### src/rtl/wcws_pkg.sv
// Package for the word clock word select block: word bits, dialect and step codes, helpers.
`default_nettype none

package wcws_pkg;

  // Field widths
  localparam int HoursW   = 5;
  localparam int MinutesW = 6;
  localparam int MaskW    = 24;
  localparam int DialectW = 2;
  localparam int HourIdxW = 4;

  // Panel word bit positions
  localparam int BitEs       = 0;
  localparam int BitIst      = 1;
  localparam int BitVor      = 2;
  localparam int BitNach     = 3;
  localparam int BitUhr      = 4;
  localparam int BitMFuenf   = 5;
  localparam int BitMZehn    = 6;
  localparam int BitViertel  = 7;
  localparam int BitZwanzig  = 8;
  localparam int BitHalb     = 9;
  localparam int BitDviertel = 10;
  localparam int BitEinShort = 11;
  localparam int BitEins     = 12;
  localparam int BitZwoelf   = 23;

  typedef logic [MaskW-1:0]    mask_t;
  typedef logic [HourIdxW-1:0] hour_idx_t;

  typedef enum logic [DialectW-1:0] {
    DIA_STANDARD = 2'd0,
    DIA_SWABIAN  = 2'd1,
    DIA_BAVARIAN = 2'd2,
    DIA_SAXON    = 2'd3
  } dialect_t;

  // Five-minute steps of the hour
  typedef enum logic [3:0] {
    STEP_FULL         = 4'd0,
    STEP_FIVE_PAST    = 4'd1,
    STEP_TEN_PAST     = 4'd2,
    STEP_QUARTER_PAST = 4'd3,
    STEP_TWENTY_PAST  = 4'd4,
    STEP_FIVE_TO_HALF = 4'd5,
    STEP_HALF         = 4'd6,
    STEP_FIVE_PAST_HF = 4'd7,
    STEP_TWENTY_TO    = 4'd8,
    STEP_QUARTER_TO   = 4'd9,
    STEP_TEN_TO       = 4'd10,
    STEP_FIVE_TO      = 4'd11
  } step_t;

  // Map a minute value to its five-minute step; 55 and above saturate to five-to
  function automatic step_t minute_step(logic [MinutesW-1:0] m);
    step_t s;
    s = STEP_FULL;
    if (m >= 6'd5)  s = STEP_FIVE_PAST;
    if (m >= 6'd10) s = STEP_TEN_PAST;
    if (m >= 6'd15) s = STEP_QUARTER_PAST;
    if (m >= 6'd20) s = STEP_TWENTY_PAST;
    if (m >= 6'd25) s = STEP_FIVE_TO_HALF;
    if (m >= 6'd30) s = STEP_HALF;
    if (m >= 6'd35) s = STEP_FIVE_PAST_HF;
    if (m >= 6'd40) s = STEP_TWENTY_TO;
    if (m >= 6'd45) s = STEP_QUARTER_TO;
    if (m >= 6'd50) s = STEP_TEN_TO;
    if (m >= 6'd55) s = STEP_FIVE_TO;
    return s;
  endfunction

  // Reduce a 5-bit hour modulo 12
  function automatic hour_idx_t hour_mod12(logic [HoursW-1:0] h);
    logic [HoursW-1:0] r;
    r = h;
    if (h >= 5'd24) begin
      r = h - 5'd24;
    end else if (h >= 5'd12) begin
      r = h - 5'd12;
    end
    return r[HourIdxW-1:0];
  endfunction

  // Following hour index, wrapping eleven back to zero
  function automatic hour_idx_t hour_next(hour_idx_t idx);
    hour_idx_t r;
    r = (idx == 4'd11) ? 4'd0 : idx + 4'd1;
    return r;
  endfunction

  // Hour word bits; full hour adds UHR and uses the short EIN for one
  function automatic mask_t hour_word(hour_idx_t idx, logic full);
    mask_t m;
    m = '0;
    if (full) m[BitUhr] = 1'b1;
    if (full && idx == 4'd1) begin
      m[BitEinShort] = 1'b1;
    end else if (idx == 4'd0) begin
      m[BitZwoelf] = 1'b1;
    end else begin
      m[BitEins + int'(idx) - 1] = 1'b1;
    end
    return m;
  endfunction

endpackage

`default_nettype wire

### src/rtl/wcws_decode.sv
// Combinational decode of a registered time of day into the panel word mask.
`default_nettype none

module wcws_decode
  import wcws_pkg::*;
(
  input  wire logic [HoursW-1:0]   hours,
  input  wire logic [MinutesW-1:0] minutes,
  input  wire dialect_t            dialect,
  output mask_t                    word_mask
);

  step_t     step;
  hour_idx_t cur_idx;
  hour_idx_t nxt_idx;
  mask_t     cur_word;
  mask_t     nxt_word;

  // Split the time into step and hour words
  always_comb begin
    step     = minute_step(minutes);
    cur_idx  = hour_mod12(hours);
    nxt_idx  = hour_next(cur_idx);
    cur_word = hour_word(cur_idx, 1'b0);
    nxt_word = hour_word(nxt_idx, 1'b0);
  end

  // Build the phrase for the step under the configured dialect
  always_comb begin
    mask_t m;
    m = '0;
    m[BitEs]  = 1'b1;
    m[BitIst] = 1'b1;
    unique case (step)
      STEP_FULL: begin
        m = m | hour_word(cur_idx, 1'b1);
      end
      STEP_FIVE_PAST: begin
        m[BitMFuenf] = 1'b1;
        m[BitNach]   = 1'b1;
        m = m | cur_word;
      end
      STEP_TEN_PAST: begin
        m[BitMZehn] = 1'b1;
        m[BitNach]  = 1'b1;
        m = m | cur_word;
      end
      STEP_QUARTER_PAST: begin
        m[BitViertel] = 1'b1;
        if (dialect == DIA_SWABIAN || dialect == DIA_SAXON) begin
          m = m | nxt_word;
        end else begin
          m[BitNach] = 1'b1;
          m = m | cur_word;
        end
      end
      STEP_TWENTY_PAST: begin
        if (dialect == DIA_SAXON) begin
          m[BitMZehn] = 1'b1;
          m[BitVor]   = 1'b1;
          m[BitHalb]  = 1'b1;
          m = m | nxt_word;
        end else begin
          m[BitZwanzig] = 1'b1;
          m[BitNach]    = 1'b1;
          m = m | cur_word;
        end
      end
      STEP_FIVE_TO_HALF: begin
        m[BitMFuenf] = 1'b1;
        m[BitVor]    = 1'b1;
        m[BitHalb]   = 1'b1;
        m = m | nxt_word;
      end
      STEP_HALF: begin
        m[BitHalb] = 1'b1;
        m = m | nxt_word;
      end
      STEP_FIVE_PAST_HF: begin
        m[BitMFuenf] = 1'b1;
        m[BitNach]   = 1'b1;
        m[BitHalb]   = 1'b1;
        m = m | nxt_word;
      end
      STEP_TWENTY_TO: begin
        if (dialect == DIA_SAXON) begin
          m[BitMZehn] = 1'b1;
          m[BitNach]  = 1'b1;
          m[BitHalb]  = 1'b1;
        end else begin
          m[BitZwanzig] = 1'b1;
          m[BitVor]     = 1'b1;
        end
        m = m | nxt_word;
      end
      STEP_QUARTER_TO: begin
        if (dialect == DIA_STANDARD) begin
          m[BitViertel] = 1'b1;
          m[BitVor]     = 1'b1;
        end else begin
          m[BitDviertel] = 1'b1;
        end
        m = m | nxt_word;
      end
      STEP_TEN_TO: begin
        m[BitMZehn] = 1'b1;
        m[BitVor]   = 1'b1;
        m = m | nxt_word;
      end
      default: begin
        m[BitMFuenf] = 1'b1;
        m[BitVor]    = 1'b1;
        m = m | nxt_word;
      end
    endcase
    word_mask = m;
  end

endmodule

`default_nettype wire

### config.mk
export PLATFORM = sky130hd
export DESIGN_NAME = wcws_decode
export DESIGN_NICKNAME = d
export VERILOG_FILES = /design/src/rtl/wcws_pkg.sv /design/src/rtl/wcws_decode.sv
export SDC_FILE = /design/constraint.sdc
export NUM_CORES = 1
export LEC_CHECK = 0
export BUFFER_PORTS_ARGS = -buffer_cell sky130_fd_sc_hd__buf_4
export CAP_MARGIN = 20
export CORE_ASPECT_RATIO = 1.2
export CORE_MARGIN = 2
export CORE_UTILIZATION = 52
export DETAILED_ROUTE_END_ITERATION = 10
export GPL_TIMING_DRIVEN = 0
export PLACE_DENSITY = 0.92
export SYNTH_ARGS = -nofsm -noshare
export SYNTH_HDL_FRONTEND = slang
export SYNTH_SLANG_ARGS = --single-unit
### constraint.sdc
create_clock -name vclk -period 2.6
set_clock_uncertainty 0.05 [all_clocks]
set_input_delay 0.39 -clock vclk [all_inputs]
set_output_delay 0.39 -clock vclk [all_outputs]
set_load 0.02 [all_outputs]
* Word-level counts from Yosys, hierarchy flattened
Index checks and enable logic that the tools add are counted.
Storage, ports and cells: register bits after elaboration 0, input bits 13, output and inout port bits 24, word-level logic and storage cells 87
Operators by class: $add $sub $neg 7, eq/ne operators 14, bitwise gates (word level) 3, multiplexer cells 39, reductions and logical operators 7, magnitude comparators 17
Operators by type and width (count):
- $pmux 24 s11 | 1
- $mux 23 | 3
- $mux 24 | 2
- $ge 6x6->1 const B | 5
- $mux 4 | 7
- $or 10x24->24 | 1
- $or 11x24->24 | 1
- $or 5x24->24 | 1
- $ge 6x5->1 const B | 3
- $eq 4x3->1 const B | 4
- $eq 4x4->1 const B | 4
- $mux 1 | 16
- $lt 6x7->1 const B | 2
- $ge 6x1->1 const B | 2
- $ge 6x4->1 const B | 2
- $logic_not 4->1 | 3
- $mux 12 | 1
- $mux 3 | 4
- $sub 5x1->6 const B | 2
- $mux 11 | 1
- $add 4x4->5 const A | 2
- $demux 1 s5 | 2
- $eq 4x1->1 const B | 2
- $eq 4x2->1 const B | 2
- 11 further kinds | 14

* Logic depth before layout (Yosys ltp)
depth in word-level cells 18, mapped depth 9, depth with buffers taken out 8

* Least setup slack after synthesis
No wires, ideal clock.
kind in2out, start input hours[2], end output word_mask[20], arrival 2.385 ns, path buffers 0, slack -0.225 ns, stages on the path 7, data required time 2.160 ns, path through ha_1 or3b_4 a21oi_2 mux2i_1 a31oi_4 o211ai_1 a2bb2o_1
Between the ends: word-level cells in the longest chain between the ends 14, elaborated cells on any way between the ends 36, those cells by class 7 x add/sub; 6 x order compare; 2 x eq/ne; 14 x mux; 3 x bitwise; 4 x reduce/logical
Ends and longest elaborated chain:
- start: declaration | RTL line wcws_decode.sv:7 | input wire logic [HoursW-1:0] hours,
- $sub 4x4->4 / $ge 5x4->1 (equally long branches) | RTL line wcws_pkg.sv:80, wcws_pkg.sv:79
- $mux 4 | RTL line wcws_pkg.sv:79 | end else if (h >= 5'd12) begin
- $mux 4 * | RTL line wcws_pkg.sv:77 | if (h >= 5'd24) begin
- $add 4x1->4 / $eq 4x4->1 (equally long branches) | RTL line wcws_pkg.sv:88 | r = (idx == 4'd11) ? 4'd0 : idx + 4'd1;
- $mux 4 | RTL line wcws_pkg.sv:88
- $add 4x4->5 | RTL line wcws_pkg.sv:102 | m[BitEins + int'(idx) - 1] = 1'b1;
- $sub 5x1->6 | RTL line wcws_pkg.sv:102
- $lt 6x7->1 (implied by the code) / $ge 6x1->1 (equally long branches) | RTL line wcws_pkg.sv:102
- $logic_and 1x1->1 (implied by the code) | RTL line wcws_pkg.sv:102
- $mux 1 (implied by the code) | RTL line wcws_pkg.sv:102
- $demux 1 s5 | RTL line wcws_pkg.sv:102
- $mux 23 | RTL line wcws_pkg.sv:99 | end else if (idx == 4'd0) begin
- $or 11x24->24, or another cell as far along | RTL line wcws_decode.sv:103 | m = m | nxt_word;
- $pmux 24 s11 * | RTL line wcws_decode.sv:34 | unique case (step)
- end: declaration | RTL line wcws_decode.sv:10 | output mask_t word_mask
Mark *: on every way between the ends. The rest lies on a longest branch, timed or not.

* Worst setup path after layout
start input hours[1], end output word_mask[23]
Between the ends: word-level cells in the longest chain between the ends 14, elaborated cells on any way between the ends 36, those cells by class 7 x add/sub; 6 x order compare; 2 x eq/ne; 14 x mux; 3 x bitwise; 4 x reduce/logical
Ends and longest elaborated chain (RTL line):
- $sub 4x4->4 / $ge 5x4->1 (equally long branches) | wcws_pkg.sv:80, wcws_pkg.sv:79
- $mux 4 | wcws_pkg.sv:79
- $mux 4 * | wcws_pkg.sv:77
- $add 4x1->4 / $eq 4x4->1 (equally long branches) | wcws_pkg.sv:88
- $mux 4 | wcws_pkg.sv:88
- $add 4x4->5 | wcws_pkg.sv:102
- $sub 5x1->6 | wcws_pkg.sv:102
- $lt 6x7->1 (implied by the code) / $ge 6x1->1 (equally long branches) | wcws_pkg.sv:102
- $logic_and 1x1->1 (implied by the code) | wcws_pkg.sv:102
- $mux 1 (implied by the code) | wcws_pkg.sv:102
- $demux 1 s5 | wcws_pkg.sv:102
- $mux 1 | wcws_pkg.sv:99
- $or 11x24->24, or another cell as far along | wcws_decode.sv:103
- $pmux 24 s11 * | wcws_decode.sv:34
Marks and branches as above.

==> out/summary.txt <==
Seq cells -> 0
DP HPWL -> 3740 µm
Tmin final -> 3.06 ns
Slew Limit Headroom -> 43.4%
Mean Syn Cell Area -> 6.50 µm²
Internal Power -> 218 µW
Arr. time, crit path -> 2.62 ns
DRT Pass-1 Iters -> 5
crit path max fanout -> 10
hold-critical path depth -> 6
Initial Util -> 54.2%
pin count of the biggest net entering global routing -> 11
synthesized cell area -> 0.00151 mm²
Post-CTS Hold Buffers -> 0
register area share after synthesis -> 0%
final worst setup slack -> -0.457 ns
clock buffers -> 0
FF+latch area -> 0 µm²
Tcrit/Tclk final -> 118%
hold_ws -> 1.26 ns
Post-Place Cells -> 300
run status -> finished, violations left
final instance area -> 0.00236 mm²
fill cell count -> 143
I/O pin count -> 37
Post-Syn Instances -> 232
Post-DRT Antenna Nets -> 0
first-pass GRT wire length -> 9660 µm
Netlist cell types -> 61
clock share of power -> 0%
non-filler cells, final -> 324
crit path capture type -> primary output
CP endpoint -> word_mask[23]
Max-Cap Viols -> 0
f_max -> 327 MHz
Placer Congestion -> 0.952
Core ar. -> 0.00279 mm²
GRT overflow -> 0
Leakage Power -> 0.000931 µW
Antenna Diode Count -> 0
worst-margin pin slew -> 0.840 ns
placed cell areas -> 0.00189 mm²
crit path from -> hours[1]
Vias/cell -> 7.15
Final Hold Violating Endpoints -> 0
Die Y -> 63.0 µm
power per cell area -> 215 mW/mm²
P_sw -> 288 µW
min-delay worst type -> primary input to primary output
Die W -> 53.2 µm
final setup fails -> 19
final WL -> 6930 µm
vias in the first global route -> 2006
Logic pwr share -> 100.0%
DR DRC count -> 0
IO Port Bufs -> 33
Switching Share -> 56.9%
Total Routing Usage GR -> 36.7%
initial antenna violation count -> 0
Rows -> 21
Ys Warns -> 0
startpoint types -> primary input
failing checks -> negative setup slack
Max VDD drop -> 0.150 mV
Vias -> 2316
routed length per instance -> 21.4 µm
Pins Over Slew Limit -> 0
Final nets -> 314
layout cells sized above 1 -> 42.4%
CP Class -> primary input to primary output
RSZ-0062 raised after global routing -> true
Area Overhead vs Synth -> 56.3%
WP data required -> 2.16 ns
die area -> 0.00335 mm²
DRT iter0 DRCs -> 275
Sequential Power Share -> 0%
[cell usage after synthesis, drive strengths merged, types with 3 or more instances]
master | n | area share, %
o2bb2ai | 4 | 2.3
ha | 9 | 7.5
nor2b | 7 | 2.9
a21oi | 9 | 3.2
nand3 | 7 | 2.3
nand4 | 3 | 1.2
nand2b | 3 | 1.2
o211ai | 7 | 3.5
o21ai | 16 | 5.6
nor3b | 5 | 2.8
buf | 6 | 3.2
a21boi | 6 | 3.7
clkbuf | 12 | 3.0
o21a | 5 | 2.5
mux2i | 3 | 2.0
a31oi | 4 | 2.7
nand2 | 29 | 7.2
nor3 | 5 | 1.7
a22oi | 3 | 1.5
o22ai | 9 | 4.6
and3 | 3 | 1.6
nand3b | 3 | 1.5
and2 | 4 | 1.7
nor2 | 26 | 7.5
inv | 8 | 2.0
a2bb2o | 3 | 2.0
[worst min path at each step]
stage / end / start
after floorplan: word_mask[10] / dialect[0]
after global placement: word_mask[10] / dialect[1]
after detailed placement: word_mask[10] / dialect[1]
after CTS: word_mask[2] / dialect[1]
after global routing: word_mask[10] / dialect[1]
final: word_mask[10] / dialect[1]
[layout make-up]
| type | instances | area [µm²] | share of cell area (%) |
|---|---|---|---|
| plain buffers | 17 | 85.1 | 3.61 |
| inverters | 8 | 33.8 | 1.43 |
| multi-input cells | 207 | 1690 | 71.6 |
| well taps | 34 | 42.5 | 1.80 |
| repair buffers | 58 | 508 | 21.5 |
[metal layers]
layer	global-route usage, %	vias up	part of all wire [%]
li1	-	989	-
met1	45.4	1057	36
met2	59.2	210	47
met3	6.70	60	10
met4	17.9	0	6.3
met5	0	-	0
[logic make-up after synthesis]
| group | after synthesis | share of synthesized area, % |
|---|---|---|
| AND/OR/NAND/NOR | 103 | 35.8 |
| AO/OA/AOI/OAI | 86 | 43.2 |
| buffers and inverters | 26 | 8.13 |
| adder cells (fa/ha/maj) | 9 | 7.46 |
| multiplexers | 5 | 3.48 |
| XOR/XNOR | 2 | 1.66 |
| other | 1 | 0.249 |
[power by group through the flow]
stage | Clock [µW] | Combinational, µW | Sequential, µW
floorplan | 0 | 262 | 0
global placement | 0 | 358 | 0
detailed placement | 0 | 364 | 0
CTS | 0 | 427 | 0
global route | 0 | 530 | 0
finish | 0 | 507 | 0
[stage by stage]
step / util [%] / total power, µW / setup TNS (ns) / setup WS [ns]
finish: 84.7 / 507 / -5.47 / -0.457
global route: 84.7 / 530 / -6.67 / -0.474
CTS: 77.8 / 427 / -2.63 / -0.211
detailed placement: 68.0 / 364 / -6.49 / -0.452
global placement: 68.0 / 358 / -6.07 / -0.419
floorplan: - / 262 / -0.186 / -0.0611
[placed cells by master (no fill, tap or decap), drive strengths merged, types with 3 or more instances in the layout]
cell	n
and2	4
nor3b	5
nand3	7
nor3	5
nor2b	7
o211ai	7
o22ai	9
o21ai	16
inv	7
mux2i	3
a22oi	3
buf	63
ha	9
nand2	29
and3	3
a21oi	9
clkbuf	12
o2bb2ai	4
nand4	3
o21a	5
nor2	26
a21boi	6
nand2b	3
a31oi	4
nand3b	3
a2bb2o	3
[critical path, stage by stage]
cell	delay, ns
buf_4	0.14
inv_1	0.14
ha_4	0.22
a21oi_2	0.18
mux2i_2	0.24
buf_4	0.18
nor2_8	0.05
nor4b_2	0.38
o21ai_0	0.20
o22ai_1	0.29
buf_4	0.20
[timing repair]
item,4_1_cts,5_1_grt
resized for setup,36,29
endpoints found under the setup margin,20,21
pin swaps,17,20
setup buffers,15,10
gates cloned,0,0
No activity file was read; power rests on OpenSTA's default activity.
